File: config.mk
export PLATFORM = sky130hd
export DESIGN_NAME = sliding_anagram_matcher
export DESIGN_NICKNAME = d
export VERILOG_FILES = /design/src/rtl/core/sam_pkg.sv /design/src/rtl/core/sam_ring.sv /design/src/rtl/core/sam_hist.sv /design/src/rtl/core/sliding_anagram_matcher.sv
export VERILOG_INCLUDE_DIRS = /design/src /design/src/rtl/core
export SDC_FILE = /design/constraint.sdc
export NUM_CORES = 2
export LEC_CHECK = 0
export BUFFER_PORTS_ARGS = -buffer_cell sky130_fd_sc_hd__buf_2
export CAP_MARGIN = 20
export CORE_ASPECT_RATIO = 1.1
export CORE_MARGIN = 2
export CORE_UTILIZATION = 36
export DETAILED_ROUTE_END_ITERATION = 6
export SYNTH_ARGS = -nofsm -noshare
export SYNTH_HDL_FRONTEND = slang
export SYNTH_SLANG_ARGS = --single-unit
File: constraint.sdc
create_clock -name clock -period 6.45 [get_ports clock]
set_clock_uncertainty 0.1 [all_clocks]
set_input_delay 0.645 -clock clock [delete_from_list [all_inputs] [get_ports clock]]
set_output_delay 0.645 -clock clock [all_outputs]
set_load 0.01 [all_outputs]
File: src/rtl/core/sliding_anagram_matcher_defines.svh
// ----------------------------------------------------------------------------
// Sliding anagram matcher assertion macros
// Concurrent check wrappers; empty when SYNTH is defined.
// ----------------------------------------------------------------------------
`ifndef SLIDING_ANAGRAM_MATCHER_DEFINES_SVH
`define SLIDING_ANAGRAM_MATCHER_DEFINES_SVH

`ifndef SYNTH
`define SAM_ASSERT(name, clk, rst, prop) \
   name: assert property (@(posedge clk) disable iff (rst) prop) \
      else $error("%m: check failed");
`define SAM_ASSERT_NEXT(name, clk, rst, ante, cons) \
   name: assert property (@(posedge clk) disable iff (rst) (ante) |=> (cons)) \
      else $error("%m: check failed");
`else
`define SAM_ASSERT(name, clk, rst, prop)
`define SAM_ASSERT_NEXT(name, clk, rst, ante, cons)
`endif

`endif

File: src/rtl/core/sam_pkg.sv
`timescale 1ns / 1ps
// ----------------------------------------------------------------------------
// Sliding anagram matcher package
// Sizes, item kind codes and the control structs shared by the core.
// ----------------------------------------------------------------------------
package sam_pkg;

   localparam int MAX_PATTERN = 64;
   localparam int ALPHABET    = 26;
   localparam int KIND_W      = 2;
   localparam int LETTER_W    = 5;
   localparam int CNT_W       = $clog2(MAX_PATTERN + 1);
   localparam int HEAD_W      = $clog2(MAX_PATTERN);
   localparam int POS_W       = 32;

   typedef logic [KIND_W-1:0]   kind_type;
   typedef logic [LETTER_W-1:0] letter_type;
   typedef logic [CNT_W-1:0]    cnt_type;
   typedef logic [HEAD_W-1:0]   head_type;
   typedef logic [POS_W-1:0]    pos_type;

   localparam kind_type KIND_CLEAR   = kind_type'(0);
   localparam kind_type KIND_PATTERN = kind_type'(1);
   localparam kind_type KIND_TEXT    = kind_type'(2);

   localparam pos_type POS_MAX = '1;

   typedef struct packed {
      logic       clear;
      logic       pat;
      logic       txt;
      letter_type letter;
   } sam_op_type;

   typedef struct packed {
      logic       evict;
      letter_type old_letter;
      logic       full_next;
   } sam_ring_stat_type;

endpackage

File: src/rtl/core/sam_ring.sv
`timescale 1ns / 1ps
// ----------------------------------------------------------------------------
// Sliding anagram matcher window ring
// Holds the window letters, ring head and fill count; reports the evicted
// letter and whether the window is full after the update.
// ----------------------------------------------------------------------------
module sam_ring (
   input  logic                       clock,
   input  logic                       reset,
   input  sam_pkg::sam_op_type        op,
   input  sam_pkg::cnt_type           plen,
   output sam_pkg::sam_ring_stat_type stat
);

   sam_pkg::letter_type ring_mem [sam_pkg::MAX_PATTERN];
   sam_pkg::letter_type old_ff;
   sam_pkg::head_type   head_ff, head_in;
   sam_pkg::cnt_type    fill_ff, fill_in;
   sam_pkg::cnt_type    head_inc;
   logic                active;
   logic                full;

   always_comb begin
      active   = op.txt && (plen != '0);
      full     = (fill_ff == plen);
      head_inc = sam_pkg::cnt_type'(head_ff) + sam_pkg::cnt_type'(1);
      head_in  = head_ff;
      fill_in  = fill_ff;
      if (op.clear) begin
         head_in = '0;
         fill_in = '0;
      end else if (active) begin
         head_in = (head_inc >= plen) ? '0 : head_inc[sam_pkg::HEAD_W-1:0];
         if (!full) begin
            fill_in = fill_ff + sam_pkg::cnt_type'(1);
         end
      end
   end

   always_comb begin
      stat.evict      = active && full;
      stat.old_letter = old_ff;
      stat.full_next  = (fill_in == plen);
   end

   always_ff @(posedge clock) begin
      if (reset) begin
         head_ff <= '0;
         fill_ff <= '0;
      end else begin
         head_ff <= head_in;
         fill_ff <= fill_in;
      end
   end

   // prefetch the slot at the next head, forwarding the letter just written
   always_ff @(posedge clock) begin
      if (active) begin
         ring_mem[head_ff] <= op.letter;
      end
      if (active && (head_in == head_ff)) begin
         old_ff <= op.letter;
      end else begin
         old_ff <= ring_mem[head_in];
      end
   end

endmodule

File: src/rtl/core/sam_hist.sv
`timescale 1ns / 1ps
// ----------------------------------------------------------------------------
// Sliding anagram matcher histograms
// Pattern and window letter counts, pattern length and the anagram compare.
// ----------------------------------------------------------------------------
module sam_hist (
   input  logic                       clock,
   input  logic                       reset,
   input  sam_pkg::sam_op_type        op,
   input  sam_pkg::sam_ring_stat_type stat,
   output sam_pkg::cnt_type           plen,
   output logic                       hit
);

   sam_pkg::cnt_type pcnt_ff [sam_pkg::ALPHABET];
   sam_pkg::cnt_type pcnt_in [sam_pkg::ALPHABET];
   sam_pkg::cnt_type wcnt_ff [sam_pkg::ALPHABET];
   sam_pkg::cnt_type wcnt_in [sam_pkg::ALPHABET];
   sam_pkg::cnt_type plen_ff, plen_in;
   sam_pkg::cnt_type fcnt_ff, fcnt_in;
   logic             started_ff, started_in;
   logic             active;
   logic             new_ok;
   logic             old_ok;
   logic             pat_take;
   logic             all_eq;

   assign plen = plen_ff;

   always_comb begin
      active     = op.txt && (plen_ff != '0);
      new_ok     = (op.letter < sam_pkg::letter_type'(sam_pkg::ALPHABET));
      old_ok     = (stat.old_letter < sam_pkg::letter_type'(sam_pkg::ALPHABET));
      pat_take   = op.pat && !started_ff && new_ok &&
                   (plen_ff < sam_pkg::cnt_type'(sam_pkg::MAX_PATTERN));
      started_in = started_ff;
      plen_in    = plen_ff;
      fcnt_in    = fcnt_ff;
      all_eq     = 1'b1;
      if (op.clear) begin
         started_in = 1'b0;
         plen_in    = '0;
         fcnt_in    = '0;
      end else begin
         if (op.txt) begin
            started_in = 1'b1;
         end
         if (pat_take) begin
            plen_in = plen_ff + sam_pkg::cnt_type'(1);
         end
         fcnt_in = fcnt_ff
                 + sam_pkg::cnt_type'(active && !new_ok)
                 - sam_pkg::cnt_type'(stat.evict && !old_ok && (fcnt_ff != '0));
      end
      for (int i = 0; i < sam_pkg::ALPHABET; i++) begin
         if (op.clear) begin
            pcnt_in[i] = '0;
            wcnt_in[i] = '0;
         end else begin
            pcnt_in[i] = pcnt_ff[i]
                       + sam_pkg::cnt_type'(pat_take &&
                                            (op.letter == sam_pkg::letter_type'(i)));
            wcnt_in[i] = wcnt_ff[i]
                       + sam_pkg::cnt_type'(active && (op.letter == sam_pkg::letter_type'(i)))
                       - sam_pkg::cnt_type'(stat.evict &&
                                            (stat.old_letter == sam_pkg::letter_type'(i)) &&
                                            (wcnt_ff[i] != '0));
         end
         if (wcnt_in[i] != pcnt_ff[i]) begin
            all_eq = 1'b0;
         end
      end
      hit = all_eq && (plen_ff != '0) && stat.full_next && (fcnt_in == '0);
   end

   always_ff @(posedge clock) begin
      if (reset) begin
         started_ff <= 1'b0;
         plen_ff    <= '0;
         fcnt_ff    <= '0;
         for (int i = 0; i < sam_pkg::ALPHABET; i++) begin
            pcnt_ff[i] <= '0;
            wcnt_ff[i] <= '0;
         end
      end else begin
         started_ff <= started_in;
         plen_ff    <= plen_in;
         fcnt_ff    <= fcnt_in;
         for (int i = 0; i < sam_pkg::ALPHABET; i++) begin
            pcnt_ff[i] <= pcnt_in[i];
            wcnt_ff[i] <= wcnt_in[i];
         end
      end
   end

endmodule

File: src/rtl/core/sliding_anagram_matcher.sv
`timescale 1ns / 1ps
// Path: an accepted text beat passes the input register, then the histogram
// update and compare into the result register. Throughput: one beat per
// cycle unless a text beat waits on a held result; the count update and
// 26-way compare set this figure. Clear, pattern and unused beats give no
// result. Reset: synchronous, active high; clears counts, lengths, position
// and the pipeline valids. The window ring memory is not cleared.
// ----------------------------------------------------------------------------
// Sliding anagram matcher
// Streams pattern and text letters and flags every text window that is an
// anagram of the pattern, with the window start position.
// ----------------------------------------------------------------------------
`include "sliding_anagram_matcher_defines.svh"

module sliding_anagram_matcher (
   input  logic                 clock,
   input  logic                 reset,
   input  logic                 req_valid,
   output logic                 req_ready,
   input  sam_pkg::kind_type    req_kind,
   input  sam_pkg::letter_type  req_letter,
   output logic                 rsp_valid,
   input  logic                 rsp_ready,
   output logic                 rsp_match,
   output sam_pkg::pos_type     rsp_start_index
);

   logic                       s1_vld_ff, s1_vld_in;
   sam_pkg::kind_type          s1_kind_ff;
   sam_pkg::letter_type        s1_letter_ff;
   logic                       out_free;
   logic                       s1_go;
   logic                       rsp_load;
   sam_pkg::sam_op_type        op;
   sam_pkg::sam_ring_stat_type ring_stat;
   sam_pkg::cnt_type           plen;
   logic                       hit;
   sam_pkg::pos_type           pos_ff, pos_in;
   logic                       rsp_vld_ff, rsp_vld_in;
   logic                       match_ff, match_in;
   sam_pkg::pos_type           start_ff, start_in;

   always_comb begin
      out_free  = !rsp_vld_ff || rsp_ready;
      s1_go     = s1_vld_ff && ((s1_kind_ff != sam_pkg::KIND_TEXT) || out_free);
      req_ready = !s1_vld_ff || s1_go;
      s1_vld_in = req_ready ? req_valid : s1_vld_ff;
   end

   always_comb begin
      op.clear  = 1'b0;
      op.pat    = 1'b0;
      op.txt    = 1'b0;
      op.letter = s1_letter_ff;
      case (s1_kind_ff)
         sam_pkg::KIND_CLEAR:   op.clear = s1_go;
         sam_pkg::KIND_PATTERN: op.pat   = s1_go;
         sam_pkg::KIND_TEXT:    op.txt   = s1_go;
         default:               op.clear = 1'b0;
      endcase
      rsp_load = op.txt;
   end

   sam_ring u_ring (
      .clock (clock),
      .reset (reset),
      .op    (op),
      .plen  (plen),
      .stat  (ring_stat)
   );

   sam_hist u_hist (
      .clock (clock),
      .reset (reset),
      .op    (op),
      .stat  (ring_stat),
      .plen  (plen),
      .hit   (hit)
   );

   always_comb begin
      pos_in = pos_ff;
      if (op.clear) begin
         pos_in = '0;
      end else if (op.txt && (pos_ff != sam_pkg::POS_MAX)) begin
         pos_in = pos_ff + sam_pkg::pos_type'(1);
      end
      match_in = hit;
      if (!hit) begin
         start_in = '0;
      end else if (pos_ff == sam_pkg::POS_MAX) begin
         start_in = sam_pkg::POS_MAX;
      end else begin
         start_in = pos_ff + sam_pkg::pos_type'(1) - sam_pkg::pos_type'(plen);
      end
      rsp_vld_in = rsp_load ? 1'b1 : (rsp_vld_ff && !rsp_ready);
   end

   always_ff @(posedge clock) begin
      if (reset) begin
         s1_vld_ff  <= 1'b0;
         rsp_vld_ff <= 1'b0;
         pos_ff     <= '0;
      end else begin
         s1_vld_ff  <= s1_vld_in;
         rsp_vld_ff <= rsp_vld_in;
         pos_ff     <= pos_in;
      end
   end

   // hold payload while stalled
   always_ff @(posedge clock) begin
      if (req_ready) begin
         s1_kind_ff   <= req_kind;
         s1_letter_ff <= req_letter;
      end
      if (rsp_load) begin
         match_ff <= match_in;
         start_ff <= start_in;
      end
   end

   assign rsp_valid       = rsp_vld_ff;
   assign rsp_match       = match_ff;
   assign rsp_start_index = start_ff;

   `SAM_ASSERT(a_nomatch_zero_start, clock, reset, rsp_valid && !rsp_match |-> rsp_start_index == '0)
   `SAM_ASSERT(a_stall_has_beat, clock, reset, !req_ready |-> s1_vld_ff && rsp_vld_ff)
   `SAM_ASSERT_NEXT(a_text_gives_rsp, clock, reset, op.txt, rsp_valid)
   `SAM_ASSERT_NEXT(a_clear_zeroes_pos, clock, reset, op.clear, pos_ff == '0)

endmodule

==> impl_metrics.csv <==
group,metric,value,unit
run_status,status,"complete, but fails checks",
run_status,violated_checks,"DRC, setup timing",
synthesis,area_share_of_and_or_nand_nor_cells_after_synthesis,17.4,%
place,preCtsSetupSlack,-1.35,ns
floorplanning,initial_core_util,36.1,%
clock_network,clock_tree.root_cell,"sky130_fd_sc_hd__clkbuf_16",
pwr,share_clk_of_total_power,48.8,%
global_routing,via_count_of_the_first_global_routing_pass,32623,
synthesis,yosysSeqAreaShare,44.6,%
sta,timing.final.hold_violations,0,
routing,first_iter_violations,2799,
pwr,powerDensity,202,mW/mm^2
worst_setup_path,critical-path-slowest-cell,"sky130_fd_sc_hd__mux4_2",
layout,design_area,0.0527,sq mm
clock_network,cts_inserted_buffers,86,
layout,layout-area-overhead-vs-synth,20.7,%
routing,post_drt_wl_per_cell,21.9,um
clock_network,clk_pin_slew,0.06,ns
pwr,comb_power_share,2.0,%
synthesis,synth_cell_types,91,
worst_setup_path,timing.critical_path.arrival,7.67,ns
routing,route.detailed.drc,3,
clock_network,tritoncts_num_sinks,792,
synthesis,synth_ff_type,"sky130_fd_sc_hd__dfxtp_1",
sta,report.final.setup_viol,33,
clock_network,level_count_of_the_clock_h_tree,3,
place,dpl_cell_area,0.0482,sq mm
synthesis,async_s_r_ff_share_synth,0,%
place,placer_s_final_routability_congestion_estimate,1.02,
clock_network,source_to_sink_clock_delay_at_the_later_pin_of_the_worst_skew_pair,0.72,ns
synthesis,synth_adder_area_share,10.3,%
worst_setup_path,reg2reg_depth,26,
floorplanning,dieHeight,369,um
worst_setup_path,worstPathMaxFanout,7,
synthesis,yosys.area_share.xor_xnor,8.86,%
sta,layout_min_cycle_time,7.23,ns
worst_setup_path,crit_path_frequent_cell,"sky130_fd_sc_hd__buf_4",
sta,timing.max_slew.rel_slack,24.1,%
worst_setup_path,cp-end-kind,"register",
routing,drt_pre_antenna_iters,7,
place,port_buffers,45,
global_routing,first_pass_grt_wire_length,203,mm
synthesis,mappedNetlistArea,0.0437,sq mm
pwr,power_leakage,19.3,nW
global_routing,grt_antenna_before_repair,3,
clock_network,tritoncts_clock_tree,"built",
routing,detail_route.vias_per_cell,5.39,
synthesis,synth.ff_latch_count,792,
synthesis,synth-compound-area-share,9.29,%
sta,worst-slew-pin-transition,1.14,ns
pwr,power.net_switching,2.37,mW
floorplanning,core.rowCount,134,
routing,detail-route-antenna-nets,0,
worst_hold_path,min_delay_path_depth,1,
floorplanning,area_of_the_placeable_core,0.121,sq mm
worst_setup_path,critical_path_class,"register to register",
global_routing,grt.overflow.total,0,
place,post-dp-hpwl,102,mm
sta,setup_slack,-0.785,ns
synthesis,synthMuxAreaShare,5.91,%
layout,layout.filler_cells,11281,
pwr,total_power,10.7,mW
floorplanning,chipWidth,336,um
synthesis,netlist_instances,4193,
synthesis,syn-mean-instance-area,10.4,sq um
worst_setup_path,cp_data_required_time,6.89,ns
layout,finalCoreUtilization,43.6,%
floorplanning,top_level_ports,46,
layout,multiInputGateArea,0.0236,sq mm
clock_network,cts_buffer_depth,3,
pwr,ir_drop,0.233,mV
layout,ratio_of_cells_with_drive_above_1_in_the_final_layout,18.7,%
synthesis,synth_edf_count,360,
sta,rsz_0062_raised_after_global_routing,"yes",
synthesis,syn-num-nets,4546,
layout,seq_area,0.0195,sq mm
job,max_cap_check_violation_count,0,
pwr,seq_pwr_share,49.3,%
global_routing,grt.total_usage,21.6,%
pwr,netSwitchingFraction,22.2,%
pwr,internal-power,8.30,mW
layout,design.final.nets,4899,
floorplanning,floorplan.die_area,0.124,sq mm
global_routing,pin_count_of_the_biggest_net_entering_global_routing,127,
sta,final_cycle_share,112,%
sta,clock.fmax,0.138,GHz
worst_setup_path,cp_slowest_stage_delay,0.63,ns
routing,total_routed_wirelength,137,mm
sta,maxSlewViolCount,0,
worst_hold_path,hold_class,"primary input to register",
synthesis,ys.warnings.count,0,
synthesis,main_combinational_cell_family_by_area_after_synthesis,"simple AND/OR/NAND/NOR gates",
sta,holdWs,0.0669,ns
worst_setup_path,crit_path_start_kind,"register",
routing,num_vias,33718,
==> registers in the layout, summed over array words and instances, names as in the netlist, 2 cells and up, named ones only <==
register / cells
u_ring.ring_mem: 320
u_hist.pcnt_ff: 182
u_hist.wcnt_ff: 182
pos_ff: 32
rsp_start_index: 32
u_hist.fcnt_ff: 7
u_hist.plen: 7
u_ring.fill_ff: 7
u_ring.head_ff: 6
s1_letter_ff: 5
s1_kind_ff: 2
==> worst max-delay path: cells and delay by family (launching register included) <==
kind | cells | cell delay (ns)
AOI/OAI and AO/OA | 6 | 1.38
adders and majority gates | 3 | 0.88
buffers and inverters | 9 | 1.36
DFF | 1 | 0.39
muxes | 3 | 1.61
and+or+nand+nor | 5 | 1.28
==> routing by layer <==
layer  share of wire [%]  GRT usage, %  wire (um)
met5               0.010             0         14
met4                 5.9          12.4       8120
met3                 6.8          3.77       9280
met2                  47          35.6      64700
met1                  40          26.7      54900
==> power by group through the flow <==
stage	Combinational (mW)	Sequential, mW	Clock [mW]
after detailed placement	0.197	5.36	0
after CTS	0.201	5.25	5.30
after floorplan	0.0892	5.38	0
after global routing	0.223	5.25	5.48
final	0.210	5.25	5.20
after global placement	0.197	5.36	0
==> Yosys cell counts (14+ instances only) <==
| cell type | n | share of area, % |
|---|---|---|
| sky130_fd_sc_hd__a211o_1 | 23 | 0.46 |
| sky130_fd_sc_hd__a211oi_1 | 22 | 0.38 |
| sky130_fd_sc_hd__a21o_1 | 29 | 0.50 |
| sky130_fd_sc_hd__a21oi_1 | 175 | 2.0 |
| sky130_fd_sc_hd__a31oi_1 | 55 | 0.79 |
| sky130_fd_sc_hd__and2_1 | 136 | 1.9 |
| sky130_fd_sc_hd__and3_1 | 61 | 0.87 |
| sky130_fd_sc_hd__buf_2 | 38 | 0.44 |
| sky130_fd_sc_hd__clkbuf_1 | 115 | 0.99 |
| sky130_fd_sc_hd__dfxtp_1 | 432 | 20 |
| sky130_fd_sc_hd__edfxtp_1 | 360 | 25 |
| sky130_fd_sc_hd__fa_1 | 28 | 1.3 |
| sky130_fd_sc_hd__ha_1 | 314 | 9.0 |
| sky130_fd_sc_hd__inv_1 | 248 | 2.1 |
| sky130_fd_sc_hd__mux2i_1 | 18 | 0.41 |
| sky130_fd_sc_hd__mux4_2 | 104 | 5.4 |
| sky130_fd_sc_hd__nand2_1 | 180 | 1.5 |
| sky130_fd_sc_hd__nand2b_1 | 40 | 0.57 |
| sky130_fd_sc_hd__nand3_1 | 176 | 2.0 |
| sky130_fd_sc_hd__nand3b_1 | 15 | 0.26 |
| sky130_fd_sc_hd__nand4_1 | 43 | 0.62 |
| sky130_fd_sc_hd__nor2_1 | 500 | 4.3 |
| sky130_fd_sc_hd__nor2b_1 | 31 | 0.44 |
| sky130_fd_sc_hd__nor3_1 | 74 | 0.85 |
| sky130_fd_sc_hd__nor3b_1 | 17 | 0.29 |
| sky130_fd_sc_hd__nor4_1 | 49 | 0.70 |
| sky130_fd_sc_hd__nor4b_1 | 32 | 0.64 |
| sky130_fd_sc_hd__o2111ai_1 | 14 | 0.28 |
| sky130_fd_sc_hd__o21a_1 | 23 | 0.40 |
| sky130_fd_sc_hd__o21ai_0 | 78 | 0.89 |
| sky130_fd_sc_hd__o21bai_1 | 27 | 0.46 |
| sky130_fd_sc_hd__o22ai_1 | 14 | 0.20 |
| sky130_fd_sc_hd__o32ai_1 | 22 | 0.44 |
| sky130_fd_sc_hd__or3_1 | 30 | 0.43 |
| sky130_fd_sc_hd__xnor2_1 | 225 | 4.5 |
| sky130_fd_sc_hd__xor2_1 | 214 | 4.3 |
==> layout make-up <==
type / count / area share [%]
Inverter: 248 / 1.77
Clock buffer: 114 / 4.47
Timing Repair Buffer: 433 / 6.96
Tap cell: 1632 / 3.87
Multi-Input combinational cell: 2985 / 44.8
Clock inverter: 45 / 1.17
Sequential cell: 792 / 36.9
Antenna cell: 1 / 0.00475
==> final timing paths <==
| path | endpoint | startpoint | slack, ns |
|---|---|---|---|
| min | s1_letter_ff[3]$_DFFE_PP_ | req_letter[3] | 0.07 |
| min reg2reg | u_hist.started_ff$_SDFFE_PP0P_ | u_hist.started_ff$_SDFFE_PP0P_ | 0.38 |
| max | rsp_start_index[19]$_SDFFCE_PN0P_ | register | -0.78 |
| max reg2reg | rsp_start_index[19]$_SDFFCE_PN0P_ | register | -0.78 |
==> kinds of logic (layout without fill, tap and decap cells) <==
kind of cell             after synthesis  count (layout)
AND/OR/NAND/NOR                     1472            1472
flip-flops                           792             792
AO/OA/AOI/OAI                        604             604
XOR/XNOR                             440             440
buffers and inverters                416             840
adder cells (fa/ha/maj)              342             342
multiplexers                         127             127
other                                  0               1
==> what timing repair did <==
| item | CTS | global route |
|---|---|---|
| cloned | 3 | 4 |
| resized for setup | 54 | 164 |
| endpoints found under the setup margin | 33 | 33 |
| hold buffers | 3 | 0 |
| pin swaps | 11 | 27 |
| hold endpoints to repair | 3 | 0 |
| setup buffers | 4 | 22 |
==> cells in the final DEF (no fill, tap or decap), drive strengths merged, types with 75 or more instances in the layout <==
cell | synthesis | layout
and2 | 136 | 136
xor2 | 214 | 214
ha | 314 | 314
inv | 248 | 248
nand3 | 180 | 180
clkbuf | 115 | 119
dfxtp | 432 | 432
a21oi | 175 | 175
mux4 | 104 | 104
edfxtp | 360 | 360
o21ai | 79 | 79
nand2 | 182 | 182
nor3 | 75 | 75
buf | 53 | 424
nor2 | 500 | 500
xnor2 | 225 | 225
==> per-stage QoR <==
step	cells	setup TNS [ns]
2_1_floorplan	4193	0
3_3_place_gp	6051	-39.24
3_5_place_dp	6053	-43.01
4_1_cts	6222	-20.23
5_1_grt	6249	-28.20
6_report	6250	-24.35
No activity file was read; power rests on OpenSTA's default activity.
